<file path="src/hw/rtl/tce_pkg.sv">
// shared types, codes and constants of the text console engine
package tce_pkg;

  localparam int DEF_COLUMNS     = 80;
  localparam int DEF_ROWS        = 25;
  localparam int DEF_QUEUE_DEPTH = 2;

  localparam logic [2:0] OP_PUT_CURSOR = 3'd0;
  localparam logic [2:0] OP_PUT_CELL   = 3'd1;
  localparam logic [2:0] OP_SET_CURSOR = 3'd2;
  localparam logic [2:0] OP_CLEAR      = 3'd3;
  localparam logic [2:0] OP_READ_CELL  = 3'd4;

  localparam logic [7:0] CH_CR      = 8'h0d;
  localparam logic [7:0] CH_LF      = 8'h0a;
  localparam logic [7:0] CH_SPACE   = 8'h20;
  localparam logic [7:0] RESET_ATTR = 8'h07;

  typedef struct packed {
    logic [2:0] op;
    logic [7:0] character;
    logic [6:0] column;
    logic [4:0] row;
  } in_word_t;

  typedef struct packed {
    logic [6:0]  cursor_column;
    logic [4:0]  cursor_row;
    logic [10:0] cursor_linear;
    logic [7:0]  cell_character;
    logic [7:0]  cell_color;
    logic        scrolled;
  } out_word_t;

  typedef enum logic [2:0] {
    CMD_NOP,
    CMD_PUT_CURSOR,
    CMD_PUT_CELL,
    CMD_SET_CURSOR,
    CMD_CLEAR,
    CMD_READ
  } cmd_kind_t;

  typedef struct packed {
    cmd_kind_t  kind;
    logic [7:0] character;
    logic [6:0] column;
    logic [4:0] row;
  } cmd_t;

  typedef struct packed {
    logic init_busy;
  } back_status_t;

endpackage

</file>
<file path="src/hw/rtl/tce_queue.sv">
// short command queue between front and back end
module tce_queue import tce_pkg::*; #(
  parameter int DEPTH = DEF_QUEUE_DEPTH
) (
  input  logic clk,
  input  logic rst,
  input  logic push,
  input  cmd_t push_cmd,
  output logic full,
  input  logic pop,
  output cmd_t head,
  output logic empty
);

  localparam int PTR_W = (DEPTH > 1) ? $clog2(DEPTH) : 1;
  localparam int CNT_W = $clog2(DEPTH + 1);

  cmd_t             slots [DEPTH];
  logic [PTR_W-1:0] wptr;
  logic [PTR_W-1:0] rptr;
  logic [CNT_W-1:0] count;

  assign full  = (count == CNT_W'(DEPTH));
  assign empty = (count == '0);
  assign head  = slots[rptr];

  always_ff @(posedge clk) begin
    if (push) begin
      slots[wptr] <= push_cmd;
    end
  end

  always_ff @(posedge clk) begin
    if (rst) begin
      wptr  <= '0;
      rptr  <= '0;
      count <= '0;
    end else begin
      if (push) begin
        wptr <= (wptr == PTR_W'(DEPTH - 1)) ? '0 : wptr + 1'b1;
      end
      if (pop) begin
        rptr <= (rptr == PTR_W'(DEPTH - 1)) ? '0 : rptr + 1'b1;
      end
      if (push && !pop) begin
        count <= count + 1'b1;
      end else if (pop && !push) begin
        count <= count - 1'b1;
      end
    end
  end

endmodule

</file>
<file path="config.mk">
export PLATFORM = sky130hd
export DESIGN_NAME = tce_queue
export DESIGN_NICKNAME = d
export VERILOG_FILES = /design/src/hw/rtl/tce_pkg.sv /design/src/hw/rtl/tce_queue.sv
export SDC_FILE = /design/constraint.sdc
export NUM_CORES = 1
export LEC_CHECK = 0
export BUFFER_PORTS_ARGS = -buffer_cell sky130_fd_sc_hd__clkbuf_2
export CAP_MARGIN = 20
export CORE_ASPECT_RATIO = 1.5
export CORE_MARGIN = 10
export CORE_UTILIZATION = 45
export DETAILED_ROUTE_END_ITERATION = 16
export HOLD_SLACK_MARGIN = 0.06
export PLACE_DENSITY = 0.82
export SYNTH_ARGS = -nofsm -noshare
export SYNTH_HDL_FRONTEND = slang
export SYNTH_SLANG_ARGS = --single-unit
export TNS_END_PERCENT = 5
</file>
<file path="constraint.sdc">
create_clock -name clk -period 4.2 [get_ports clk]
set_input_delay 0 -clock clk [delete_from_list [all_inputs] [get_ports clk]]
set_output_delay 0 -clock clk [all_outputs]
set_load 0.02 [all_outputs]
</file>
# Word level (Yosys, flattened, before mapping)
# Memories as Yosys holds them, arrays and structs flattened. A register that Yosys moved wholly into a read port is not among the register bits.
# Index checks and enable logic that the tools add are counted.
dict set report op_classes {
  add_sub_neg 4
  muxes 8
  n_reduce_logical 6
  eq_ne 1
}
# operator n
set ops {}
lappend ops {{$mux 1} 6}
lappend ops {{$mux 2} 2}
lappend ops {{$add 1x1->1 const B} 2}
lappend ops {{$add 2x1->2 const B} 1}
lappend ops {{$eq 2x2->1 const B} 1}
lappend ops {{$logic_and 1x1->1} 2}
lappend ops {{$logic_not 1->1} 2}
lappend ops {{$logic_not 2->1} 1}
lappend ops {{$reduce_bool 2->1} 1}
lappend ops {{$sub 2x1->2 const B} 1}
dict set report word_totals {
  regBits 4
  input_bits 27
  ram_bits 46
  memories 1
  wordCells 23
}
# name depth word_bits rd rd_clocked_by_memory_dff wr line_no
set mem_list {}
lappend mem_list {slots 2 23 1 1 1 tce_queue.sv:18} ;# cmd_t slots [DEPTH];

# Logic depth before layout (Yosys ltp)
dict set report depth {
  depth_word 4
  depth_mapped 5
  ltp_nobuf 5
}

# Worst setup path after synthesis
# Ideal clock, no wire load.
dict set report synth_timing {
  path_type {register to register}
  start {register wptr}
  end {memory slots[0][0] (netlist bit) (enable)}
  setup_time_ns 0.405
  arrival_ns 1.372
  period_less_slack_ns 1.778
  setup_slack_ns 2.422
  n_path_buf 0
  stages_incl_launch_ff 2
  path_cell_list {dfxtp_1 nor2b_1}
}
# item line_no
set synth_lines {}
lappend synth_lines {{from (decl)} tce_queue.sv:19} ;# logic [PTR_W-1:0] wptr;
lappend synth_lines {{from (signal assigned)} tce_queue.sv:40} ;# wptr <= (wptr == PTR_W'(DEPTH - 1)) ? '0 : wptr + 1'b1;
lappend synth_lines {{to (decl)} tce_queue.sv:18}
# Straight into the memory's write port.

==> reports/qor.txt <==
Via/cell ratio: 4.82
Worst Skew: 0.00430 ns
H-tree depth: 2
Distinct cells, synth: 15
Hold EP: count[0]
Slew Limit Fails: 0
Worst-path clk slew: 0.08 ns
CTS resizes: 0
Crit-path cells: mux2_2 > clkbuf_2
Die width: 72.5 um
Largest net degree at the start of global routing: 24
Reg2Reg Launch Point: wptr
Slew @ Worst Pin: 1.01 ns
Routed len/inst: 17.1 um
Max transition margin: 32.5%
Synthesized instance count: 93
Clock Path Buffers: 2
Delay-heaviest family, CP: flip-flops
First-pass GRT wire length: 5.98 mm
Capturing point of the worst reg2reg path: slots[1][14]
Worst endpoint required time: 4.20 ns
Max-cap violations: 0
Setup_tns: 0 ns
Pre-CTS setup slack: 2.56 ns
Endpoints failing hold: 0
Die H: 98.8 um
Area delta synth->final: 35.2%
Num CTS Buffers: 5
Layout cells sized above 1: 46.9%
CP Class: reg2out
Initial core utilization: 47.1%
Syn Nets: 121
Total clock sinks: 51
Worst-Skew Late Latency: 0.29 ns
Grt total ovfl: 0
GRT Total Usage: 10.8%
Cell Pwr Density: 408 mW/mm2
RSZ-0062 raised after global routing: no
Seq cells post-synth: 51
DR DRC count: 0
Pleak: 0.000984 uW
Layout fillers: 291
Core Area: 0.00396 mm2
FF-to-FF path depth: 1
Seq/Total Area, Yosys: 79.5%
Critical Path Sink Type: output port
Die area: 0.00717 mm2
Async set or reset register ratio after synthesis: 0%
Crit-path max FO: 23
Crit path buf inv count: 1
Rows: 28
Syn_area_per_cell: 20.0 um2
Vias in the first global route: 1207
Worst hold path class: in2reg
Mapped Area: 0.00186 mm2
DR vias: 1071
Power Total: 1030 uW
DR iter-0 viols: 31
Worst Hold Launch: push
Worst vdd ir: 324 uV
Port Buffer Count: 51
DP HPWL: 2.68 mm
Number of synthesized flops with an enable pin: 46
WP depth: 2
Routed wire length: 3.81 mm
Flop-to-flop setup slack: 2.62 ns
Root Driver: clkbuf_8
Setup Viol. Count Final: 0
Final period utilization: 44.8%
Minimum clock period: 1.88 ns
Max Fclk: 0.531 GHz
Post-synth top flop: edfxtp_1
GP Congestion: 0.667
Slowest CP cell: dfxtp_1
Antenna viol nets, final: 0
# IOs: 52
Initial antenna violation count: 0
Status: complete, no violations
CP Data Arrival Time: 1.88 ns
CTS tree: built
Critical path launch point type: register
Nets: 204
CP max stage delay: 0.99 ns
Warnings, synthesis: 0
Fin worst setup slack: 2.32 ns
# diodes: 0
DRT Pass-1 Iters: 4
Hold depth: 4
## metal layers
metal	wire, um	part of all wire [%]	vias up	GRT usage, %
li1	-	-	520	-
met1	1220	32	513	9.27
met2	2270	60	32	20.5
met3	252	6.6	6	4.92
met4	68	1.8	0	4.25
met5	0	0	-	0
## metrics by stage
stage	util, %	std cells	hold WS (ns)	area [um2]
5_1_grt	63.6	222	0.292	2520
3_5_place_dp	54.6	187	0.195	2160
3_3_place_gp	54.6	187	0.191	2160
6_report	63.6	222	0.273	2520
4_1_cts	63.2	221	0.242	2500
2_1_floorplan	-	93	0.0691	1860
## worst max-delay path by stage
stage,startpoint,to
finish,register,head[5]
global route,register,head[5]
CTS,register,head[8]
detailed placement,wptr,slots[0][22]
global placement,wptr,slots[0][22]
floorplan,wptr,slots[0][0]
## cells in the mapped netlist (2+ instances only)
cell,n,area (um2)
xor2_1,2,17.5
edfxtp_1,46,1380
buf_4,2,15.0
mux2_2,23,259
nor2_1,5,18.8
xnor2_1,2,17.5
dfxtp_1,5,100
## cells in the final DEF, fill, tap and decap left out
| cell | count |
|---|---|
| nor2_1 | 5 |
| clkinv_2 | 1 |
| or3_1 | 1 |
| clkbuf_8 | 5 |
| xor2_1 | 2 |
| and2b_2 | 1 |
| dlygate4sd3_1 | 26 |
| o21ai_0 | 1 |
| clkbuf_1 | 2 |
| xnor2_1 | 2 |
| mux2_2 | 23 |
| nor2b_2 | 1 |
| clkbuf_2 | 51 |
| edfxtp_1 | 46 |
| ha_1 | 1 |
| dfxtp_1 | 5 |
| inv_1 | 1 |
| buf_8 | 1 |
| and2_1 | 1 |
| a21oi_1 | 1 |
## where the power goes
group / switching (uW) / internal [uW]
Sequential: 18.8 / 589
Clock: 136 / 117
Combinational: 87.4 / 78.0
Total: 242 / 784
## what timing repair did
item,4_1_cts,5_1_grt
buffers inserted,0,0
hold buffers,26,0
endpoints found under the hold margin,51,0
## flip-flops by register name (all words and copies together), names as in the netlist, named ones only
signal,flops
count,2
rptr,1
slots,46
wptr,1
## layout make-up
type / instances / area (um2) / area share, %
clock inverters: 1 / 5.00 / 0.199
flip-flops and latches: 51 / 1480 / 58.8
clock buffers: 7 / 76.3 / 3.03
well taps: 45 / 56.3 / 2.24
inverters: 1 / 3.75 / 0.149
repair buffers: 78 / 531 / 21.1
multi-input cells: 39 / 365 / 14.5
## worst min-delay path, stage by stage
cell	delay (ns)
clkbuf_2	0.13
ha_1	0.21
xor2_1	0.09
nor2_1	0.09
## cell families (layout without fill, tap and decap cells)
| group | Yosys count | count (layout) | synth area share (%) |
|---|---|---|---|
| flip-flops | 51 | 51 | 79.5 |
| multiplexers | 23 | 23 | 13.9 |
| AND/OR/NAND/NOR | 9 | 9 | 2.49 |
| XOR/XNOR | 4 | 4 | 1.88 |
| buffers and inverters | 3 | 87 | 1.01 |
| AO/OA/AOI/OAI | 2 | 2 | 0.537 |
| adder cells (fa/ha/maj) | 1 | 1 | 0.671 |
Note: power is estimated with default switching activity, not from simulation.
