## config.mk

```make
export PLATFORM = sky130hd
export DESIGN_NAME = tce_front
export DESIGN_NICKNAME = d
export VERILOG_FILES = /design/src/hw/rtl/tce_pkg.sv /design/src/hw/rtl/tce_front.sv
export SDC_FILE = /design/constraint.sdc
export NUM_CORES = 1
export LEC_CHECK = 0
export BUFFER_PORTS_ARGS = -buffer_cell sky130_fd_sc_hd__buf_2
export CAP_MARGIN = 30
export CORE_AREA = 2 2 39 41
export DETAILED_ROUTE_END_ITERATION = 8
export DIE_AREA = 0 0 41 43
export PLACE_DENSITY = 0.66
export SLEW_MARGIN = 20
export SYNTH_ARGS = -nofsm -noshare
export SYNTH_HDL_FRONTEND = slang
export SYNTH_SLANG_ARGS = --single-unit
```

## constraint.sdc

```tcl
create_clock -name vclk -period 0.8
set_clock_uncertainty 0.05 [all_clocks]
set_input_delay 0.12 -clock vclk [all_inputs]
set_output_delay 0.12 -clock vclk [all_outputs]
set_load 0.1 [all_outputs]
```

## src/hw/rtl/tce_pkg.sv

```systemverilog
// shared types, codes and constants of the text console engine
package tce_pkg;

  localparam int DEF_COLUMNS     = 80;
  localparam int DEF_ROWS        = 25;
  localparam int DEF_QUEUE_DEPTH = 2;

  localparam logic [2:0] OP_PUT_CURSOR = 3'd0;
  localparam logic [2:0] OP_PUT_CELL   = 3'd1;
  localparam logic [2:0] OP_SET_CURSOR = 3'd2;
  localparam logic [2:0] OP_CLEAR      = 3'd3;
  localparam logic [2:0] OP_READ_CELL  = 3'd4;

  localparam logic [7:0] CH_CR      = 8'h0d;
  localparam logic [7:0] CH_LF      = 8'h0a;
  localparam logic [7:0] CH_SPACE   = 8'h20;
  localparam logic [7:0] RESET_ATTR = 8'h07;

  typedef struct packed {
    logic [2:0] op;
    logic [7:0] character;
    logic [6:0] column;
    logic [4:0] row;
  } in_word_t;

  typedef struct packed {
    logic [6:0]  cursor_column;
    logic [4:0]  cursor_row;
    logic [10:0] cursor_linear;
    logic [7:0]  cell_character;
    logic [7:0]  cell_color;
    logic        scrolled;
  } out_word_t;

  typedef enum logic [2:0] {
    CMD_NOP,
    CMD_PUT_CURSOR,
    CMD_PUT_CELL,
    CMD_SET_CURSOR,
    CMD_CLEAR,
    CMD_READ
  } cmd_kind_t;

  typedef struct packed {
    cmd_kind_t  kind;
    logic [7:0] character;
    logic [6:0] column;
    logic [4:0] row;
  } cmd_t;

  typedef struct packed {
    logic init_busy;
  } back_status_t;

endpackage

```

## src/hw/rtl/tce_front.sv

```systemverilog
// front end: takes input words, checks bounds and turns them into commands
module tce_front import tce_pkg::*; #(
  parameter int COLUMNS = DEF_COLUMNS,
  parameter int ROWS    = DEF_ROWS
) (
  input  logic         in_valid,
  output logic         in_stall,
  input  in_word_t     in_word,
  input  logic         q_full,
  input  back_status_t status,
  output logic         push,
  output cmd_t         cmd
);

  logic in_range;

  assign in_stall = q_full || status.init_busy;
  assign push     = in_valid && !in_stall;
  assign in_range = (int'(in_word.column) < COLUMNS) && (int'(in_word.row) < ROWS);

  always_comb begin
    cmd.character = in_word.character;
    cmd.column    = in_word.column;
    cmd.row       = in_word.row;
    case (in_word.op)
      OP_PUT_CURSOR: cmd.kind = CMD_PUT_CURSOR;
      OP_PUT_CELL:   cmd.kind = in_range ? CMD_PUT_CELL : CMD_NOP;
      OP_SET_CURSOR: cmd.kind = in_range ? CMD_SET_CURSOR : CMD_NOP;
      OP_CLEAR:      cmd.kind = CMD_CLEAR;
      OP_READ_CELL:  cmd.kind = in_range ? CMD_READ : CMD_NOP;
      default:       cmd.kind = CMD_NOP;
    endcase
  end

endmodule

```

# Word level (Yosys, flattened, before mapping)
# Index checks and enable logic that the tools add are counted.
# word_totals
regBits	0
latch_bits	0
ram_bits	0
rom_bits	0
output_inout_bits	25
elab_cells	15
mem_count	0
# classes
n_addsub	0
multipliers	0
div	0
magnitude_cmp	2
eq_ne	4
n_shift	0
mux	4
bitwise_logic	0
n_reduce_logical	5
# ops
cell	count
3-bit case mux with 5 select lines	1
7-bit < comparator, second input constant	1
3-bit by 2-bit == test with 1-bit output, second input constant	2
5-bit < comparator, second input constant	1
2-bit two-way mux	2
3-bit by 1-bit == test with 1-bit output, second input constant	1
3-bit == test, second input constant	1
3-bit logical NOT	1
3-bit two-way mux	1
1-bit logical AND	2
1-bit logical NOT	1
1-bit logical OR	1

# Logic depth before layout (Yosys ltp)
# Gate-level depths: netlist of run 1.
# depth
ltp_word	4
mapped_depth	3
depth_no_buf	3

# Worst setup path before layout of run 1
# OpenSTA, ideal clock, no wires.
# synth_path
kind	input-to-output
start	in in_word[22] (netlist bit)
end	out cmd[20] (netlist bit)
arrival_ns	2.447
setup_slack_ns	-1.817
stages	1
n_path_buf	0
path_cell_list	o311ai_1
# synth_between
elab_chain_cells	2
# synth_rtl
element	line_no	source
from (decl)	tce_front.sv:8	input in_word_t in_word,
3-bit == test, or another cell as far along	tce_front.sv:25	case (in_word.op)
3-bit case mux with 5 select lines *	tce_front.sv:25	
to (decl)	tce_front.sv:12	output cmd_t cmd
# Every way passes the cells marked *; elsewhere a longest branch is shown, timed or not.

==> results.json, run 1 <==
{
  "hold_violations": 0,
  "crit_type": "input pin to output pin",
  "slew_headroom_pct": 82.23,
  "wl_per_cell_um": 10.71,
  "rows": 14,
  "postCtsHoldBufs": 0,
  "dp_cells": 69,
  "cap_violations": 0,
  "grt_pass1_wl_um": 1186,
  "syn-num-nets": 62,
  "grt-ovfl-total": 0,
  "fmax_ghz": 0.7869,
  "grt_max_degree": 6,
  "layout.nets": 82,
  "yosys.area_share.xor_xnor_pct": 3.302,
  "avgSynthCellArea_um2": 7.368,
  "critPathLaunchType": "input pin",
  "synth_cell_types": 14,
  "drc": 0,
  "met3WireLength_um": 97,
  "synth_compound_area_share_pct": 17.45,
  "cp-end-kind": "output pin",
  "yosysWarnings": 0,
  "drt_pre_antenna_iters": 1,
  "min_path_type": "input pin to output pin",
  "die_area_um2": 1763,
  "seq_area_frac_synth_pct": 0,
  "vias": 293,
  "period_needed_ps": 1271,
  "n_antenna_cell": 0,
  "synthSimpleGateAreaFrac_pct": 21.23,
  "final_layout_size_suffix_gt1_share_pct": 90.74,
  "outcome": "finished, violations left",
  "die_y_um": 43,
  "port_buffers": 27,
  "io_pins": 51,
  "vdd_drop_max_mv": 0.3645,
  "startpoint": "in_word[0]",
  "place_hpwl_um": 663.2,
  "final-setup-viol-count": 5,
  "cp_max_fo": 2,
  "stdcell_count": 70,
  "wl_met1_um": 185,
  "report.final.slew_viol_count": 0,
  "synth_area_um2": 265.3,
  "synthCells": 36,
  "antenna_left": 0,
  "p_leak_nw": 0.2885,
  "drt-initial-drc-count": 0,
  "grt_usage_pct": 9.300,
  "synth-adder-area-share_pct": 0,
  "rsz0062_at_grt": "yes",
  "regArea_um2": 0,
  "wl_met2_um": 466,
  "fin_crit_sh_pct": 158.8,
  "dieWidth_um": 41,
  "antenna_found_initial": 0,
  "grt_pass1_vias": 309,
  "routabilityCongestion": 0.5712,
  "layout_commonest_cell": "buf_12",
  "critical_path_arrival_ps": 1100,
  "core_area_um2": 1384,
  "via_per_inst": 4.186,
  "tightestPinTransition_ps": 264.6,
  "min_from": "in_word[18]",
  "final_cell_mix": "13 x buf_12, 11 x buf_2, 11 x buf_4",
  "nClkBuffers": 0,
  "area_growth_pct": 139.2,
  "power.density_nw_per_um2": 1015,
  "power.total_mw": 0.6438,
  "postRouteWirelength_um": 750,
  "synthMuxAreaShare_pct": 0,
  "crit_required_ps": 630,
  "n_sequential_cell": 0,
  "start_util_pct": 19.17,
  "violations": "setup timing",
  "synth_top_family_by_area": "buffers and inverters",
  "dr.max_layer_used": "met3",
  "setup_ws_ps": -470.8
}
## critical path, cell delays in order
cell	delay (ps)
buf_8	100
o311ai_4	300
nand2_2	140
nor3_4	230
buf_12	200
## synth_stat cells
cell | instances | area (µm²)
or2_2 | 1 | 6.260
o22ai_1 | 1 | 6.260
nand3_1 | 2 | 10.01
nor3_2 | 1 | 10.01
xnor2_1 | 1 | 8.760
nor2_1 | 3 | 11.26
o311ai_4 | 1 | 26.28
inv_1 | 1 | 3.750
or3b_1 | 1 | 8.760
nand2_2 | 1 | 6.260
nand2_1 | 1 | 3.750
buf_4 | 20 | 150.1
o21ai_0 | 1 | 5.000
o311ai_1 | 1 | 8.760
## through the flow
step	area, µm²	setup WS (ps)	TNS [ps]	hold slack (ps)	utilization [%]
floorplan	315.3	-716.6	-1963	299.1	-
global placement	575.6	-492.6	-1617	190.7	41.59
detailed placement	575.6	-505.9	-1671	190.7	41.59
CTS	630.6	-478.8	-1475	190.7	45.57
global route	634.4	-514.4	-1613	190.3	45.84
finish	634.4	-470.8	-1447	190.0	45.84
## power breakdown
| part | internal [mW] | leakage [nW] | switching [mW] | total [mW] |
|---|---|---|---|---|
| Clock | 0 | 0 | 0 | 0 |
| Sequential | 0 | 0 | 0 | 0 |
| Combinational | 0.252 | 0.289 | 0.392 | 0.644 |
| Total | 0.252 | 0.289 | 0.392 | 0.644 |
## area by class of cell
type	count	area, µm²
fillers	132	749.5
repair buffers	38	435.4
multi-input cells	15	175.2
well taps	16	20.02
inverters	1	3.754
## routing by layer
layer	GRT usage, %	vias up
met5	0	-
met4	0	0
met3	2.094	0
met2	20.00	24
met1	7.937	132
li1	-	137
## path summary, 6_finish.rpt
kind | endpoint | slack, ps | depth (start not counted)
worst min-delay path | cmd[18] | 190 | 0
worst max-delay path | cmd[21] | -470 | 5
## kinds of logic after synthesis
logic type | after synthesis
XOR/XNOR | 1
AND/OR/NAND/NOR | 10
buffers and inverters | 21
AO/OA/AOI/OAI | 4
## repair_timing
item	in CTS	in global routing
setup buffers	1	0
pin swaps	7	0
gates resized for setup	11	1
endpoints found under the hold margin	0	0
endpoints found under the setup margin	5	5
Power figures use the tool's default switching activity.
==> inputs of run 2 (changes only) <==
- clock period: 0.8 -> 1.2 ns (I/O delays scaled with it)
==> run 2 against run 1 <==
Against the previous run:
- the flow still finishes with violations (setup timing)
- clock-buffer cell count is the same
- via count is 2.4% lower
- critical endpoint is now cmd[20]
- power shrank 35%
- sequential cell count unchanged
- first-iteration DRC count stayed put
- hold slack improved by 120 ps
- die area unchanged
- worst setup slack improved by 290 ps
- cell area down 3.4%
- utilization down 1.5 points
- highest routed layer unchanged
- final cell count unchanged
==> results.json, run 2 (synthesized netlist as in run 1, its figures left out) <==
{
  "outcome": "finished, violations left",
  "violations": "setup timing",
  "grt-ovfl-total": 0,
  "final_cell_mix": "13 x buf_2, 12 x buf_12, 11 x buf_4",
  "via_per_inst": 4.086,
  "min_path_type": "input pin to output pin",
  "n_fill_cell": 126,
  "grt_pass1_vias": 278,
  "antenna_found_initial": 0,
  "utilization_pct": 44.30,
  "final_layout_size_suffix_gt1_share_pct": 90.74,
  "worst_path_max_delay_cell": "o311ai_4",
  "cap_violations": 0,
  "worst_path_largest_cell_delay_ps": 300,
  "n_sequential_cell": 0,
  "antenna_left": 0,
  "layout_commonest_cell": "buf_2",
  "fin_crit_sh_pct": 114.8,
  "cp-end-kind": "output pin",
  "clkPwrFrac_pct": 0,
  "grt_pass1_wl_um": 1014,
  "report.final.slew_viol_count": 0,
  "setup_ws_ps": -177.7,
  "startpoint": "in_word[0]",
  "p_leak_nw": 0.2790,
  "place_ws_ps": -228.4,
  "n_antenna_cell": 0,
  "grt_max_degree": 6,
  "drt_pre_antenna_iters": 1,
  "final-setup-viol-count": 3,
  "rows": 14,
  "tightestPinTransition_ps": 482.2,
  "p_comb_share_pct": 100.0,
  "seqPwrFrac_pct": 0,
  "port_buffers": 27,
  "area_growth_pct": 131.1,
  "min_from": "in_word[18]",
  "critPathMostFrequentCell": "o311ai_4",
  "fin_tns_setup_ps": -433.8,
  "vdd_drop_max_mv": 0.2863,
  "fmax_ghz": 0.7258,
  "internal_power_mw": 0.1609,
  "dieWidth_um": 41,
  "start_util_pct": 19.17,
  "routabilityCongestion": 0.5715,
  "vias": 286,
  "critPathLaunchType": "input pin",
  "critical_path_arrival_ps": 1150,
  "wl_per_cell_um": 9.600,
  "grt_usage_pct": 7.708,
  "place_hpwl_um": 622,
  "switching_share_pct": 61.64,
  "core_area_um2": 1384,
  "die_area_um2": 1763,
  "slew_headroom_pct": 68.07,
  "power.density_nw_per_um2": 684.3,
  "postRouteWirelength_um": 672,
  "crit_required_ps": 970,
  "power.switching_mw": 0.2586,
  "cp_max_fo": 2,
  "crit_type": "input pin to output pin",
  "layout.nets": 82,
  "drc": 0,
  "die_y_um": 43,
  "rsz0062_at_grt": "yes",
  "hold_violations": 0,
  "crit_chain": "buf_8 -> o311ai_4 -> buf_4 -> nand3_2 -> o311ai_4 -> buf_12",
  "regArea_um2": 0,
  "io_pins": 51,
  "hold-worst-slack_ps": 310.0,
  "drt-initial-drc-count": 0,
  "period_needed_ps": 1378,
  "nClkBuffers": 0
}
[run 2: cell counts in the layout (fill, tap and decap cells not counted)]
No cell type changed its count.
[run 2: path summary, 6_finish.rpt]
| check | end | slack [ps] | depth (start not counted) |
|---|---|---|---|
| setup / recovery | cmd[20] | -180 | 6 |
| hold / removal | cmd[18] | 310 | 0 |
[run 2: through the flow]
| stage | total power, mW | instance area (µm²) | std cells |
|---|---|---|---|
| final | 0.4196 | 613.1 | 70 |
| after global routing | 0.4340 | 613.1 | 70 |
| after CTS | 0.4216 | 609.3 | 70 |
| after detailed placement | 0.4094 | 575.6 | 69 |
| after global placement | 0.4055 | 575.6 | 69 |
| after floorplan | 0.4415 | 315.3 | 36 |
[run 2: area by class of cell]
| type | instances | area (µm²) | area share, % |
|---|---|---|---|
| inverter | 1 | 3.754 | 0.6122 |
| multi-input combinational | 15 | 175.2 | 28.57 |
| timing repair buffer | 38 | 414.1 | 67.55 |
| tap | 16 | 20.02 | 3.265 |
[run 2: what timing repair did]
item,CTS,global route
hold buffers,0,0
gates resized for setup,6,1
endpoints found under the setup margin,3,3
buffers inserted,1,0
pin swaps,3,2
[run 2: power groups by stage]
stage	clock network, mW	registers (mW)	logic, mW
finish	0	0	0.420
global route	0	0	0.434
CTS	0	0	0.422
detailed placement	0	0	0.409
global placement	0	0	0.406
floorplan	0	0	0.442
[run 2: worst max-delay path: cells and delay by family]
kind	cells	cell delay, ps
buffers and inverters	3	480
AND/OR/NAND/NOR	1	70
AO/OA/AOI/OAI	2	410
[run 2: layer usage]
| metal | GRT usage, % | part of all wire, % | vias up |
|---|---|---|---|
| met5 | 0 | 0 | - |
| met4 | 0 | 0 | 0 |
| met3 | 2.094 | 15 | 0 |
| met2 | 16.25 | 58 | 24 |
| met1 | 6.688 | 27 | 125 |
| li1 | - | - | 137 |
==> inputs of run 3 (changes only) <==
- MAX_ROUTING_LAYER: default -> met4
- PLACE_DENSITY: 0.66 -> 0.71
- clock period: 1.2 -> 1.7 ns (I/O delays scaled with it)
==> run 3 against run 2 <==
Against the previous run:
- the flow now finishes without violations
- power down 45%
- wire length down 28%
- sequential cell count unchanged
- first-iteration DRC count unchanged
- sequential share of layout area unchanged
- worst setup slack better by 310 ps
- via count down 16%
- critical path type unchanged
- highest routed layer unchanged
==> results.json, run 3 (synthesized netlist as in run 1, its figures left out) <==
{
  "routabilityCongestion": 0.4524,
  "layout.nets": 72,
  "critical_path_arrival_ps": 1260,
  "final_layout_size_suffix_gt1_share_pct": 79.55,
  "report.final.slew_viol_count": 0,
  "area_growth_pct": 44.34,
  "grt_max_degree": 7,
  "crit_type": "input pin to output pin",
  "grt_usage_pct": 5.738,
  "layout_commonest_cell": "buf_2",
  "cap_violations": 0,
  "tightestPinTransition_ps": 487.4,
  "n_antenna_cell": 0,
  "io_pins": 51,
  "crit_required_ps": 1390,
  "grt_pass1_wl_um": 745,
  "fmax_ghz": 0.6396,
  "postRouteWirelength_um": 486,
  "fin_tns_setup_ps": 0,
  "p_comb_share_pct": 100.0,
  "die_y_um": 43,
  "power.switching_mw": 0.1699,
  "place_hpwl_um": 469,
  "antenna_left": 0,
  "wl_per_cell_um": 8.100,
  "regArea_um2": 0,
  "start_util_pct": 19.17,
  "power.density_nw_per_um2": 603.5,
  "internal_power_mw": 0.06117,
  "min_from": "in_word[18]",
  "outcome": "complete, no violations",
  "hold-worst-slack_ps": 460.0,
  "post_cts_resized": 0,
  "antenna_found_initial": 0,
  "die_area_um2": 1763,
  "critPathLaunchType": "input pin",
  "drt-initial-drc-count": 0,
  "via_per_inst": 4.017,
  "port_buffers": 27,
  "post-route-cell-area_um2": 382.9,
  "vdd_drop_max_mv": 0.1141,
  "rsz0062_at_grt": "no",
  "clkPwrFrac_pct": 0,
  "hold_violations": 0,
  "grt_pass1_vias": 203,
  "switching_share_pct": 73.53,
  "core_area_um2": 1384,
  "power.total_mw": 0.2311,
  "min_path_type": "input pin to output pin",
  "slew_headroom_pct": 67.73,
  "rows": 14,
  "seqPwrFrac_pct": 0,
  "postCtsHoldBufs": 0,
  "final-setup-viol-count": 0,
  "drc": 0,
  "hold_path_end": "cmd[18]",
  "cp_max_fo": 3,
  "drt_pre_antenna_iters": 1,
  "post_cts_buffers": 0,
  "nClkBuffers": 0,
  "n_fill_cell": 151,
  "fin_crit_sh_pct": 91.97,
  "period_needed_ps": 1563,
  "vias": 241,
  "grt-ovfl-total": 0,
  "hold_path_depth": 0,
  "n_sequential_cell": 0,
  "placed_area_um2": 382.9,
  "cp-end-kind": "output pin",
  "final_cell_mix": "23 x buf_2, 4 x buf_12, 2 x o311ai_4, 2 x nor2_1, 2 x nand3_1",
  "dieWidth_um": 41,
  "p_leak_nw": 0.1775
}
run 3: cell count changes in the layout (fill, tap and decap cells not counted), moves of 2 or more:
cell / previous run / this run
nand3_1: 0 / 2
buf_12: 12 / 4
buf_2: 13 / 23
nand3_2: 2 / 0
buf_4: 11 / 1
run 3: critical path: stages:
cell	delay, ps
buf_2	120
o311ai_4	320
nand2_2	150
nor3_4	220
buf_12	200
run 3: power by group through the flow:
stage / clock network (mW) / logic (mW) / registers [mW]
2_1_floorplan: 0 / 0.310 / 0
3_3_place_gp: 0 / 0.231 / 0
3_5_place_dp: 0 / 0.233 / 0
4_1_cts: 0 / 0.233 / 0
5_1_grt: 0 / 0.241 / 0
6_report: 0 / 0.231 / 0
run 3: worst max-delay path by stage:
| stage | slack (ps) | endpoint | depth (start not counted) | startpoint |
|---|---|---|---|---|
| global placement | 140 | cmd[21] | 5 | in_word[2] |
| detailed placement | 120 | cmd[21] | 5 | in_word[2] |
| finish | 140 | cmd[21] | 5 | in_word[2] |
| CTS | 120 | cmd[21] | 5 | in_word[2] |
| global route | 70 | cmd[21] | 5 | in_word[2] |
| floorplan | -90 | cmd[21] | 3 | in_word[10] |
run 3: layer usage:
| layer | wire (µm) | vias up | track usage [%] | part of all wire (%) |
|---|---|---|---|---|
| met5 | 0 | - | - | 0 |
| met4 | 0 | 0 | 1.333 | 0 |
| met2 | 272 | 20 | 11.25 | 56 |
| met3 | 88 | 0 | 2.094 | 18 |
| li1 | - | 117 | - | - |
| met1 | 125 | 104 | 4.444 | 26 |
run 3: final cells by class:
type	instances	area, µm²	share of cell area, %
timing repair buffer	28	202.7	52.94
multi-input combinational	15	156.4	40.85
tap	16	20.02	5.229
inverter	1	3.754	0.9804
run 3: metrics by stage:
step           setup slack (ps)  instances  utilization [%]
6_report                  136.6         60            27.67
5_1_grt                   68.35         60            27.67
4_1_cts                   118.4         60            27.67
3_5_place_dp              120.0         60            27.67
3_3_place_gp              137.4         60            27.67
2_1_floorplan            -94.05         36                -
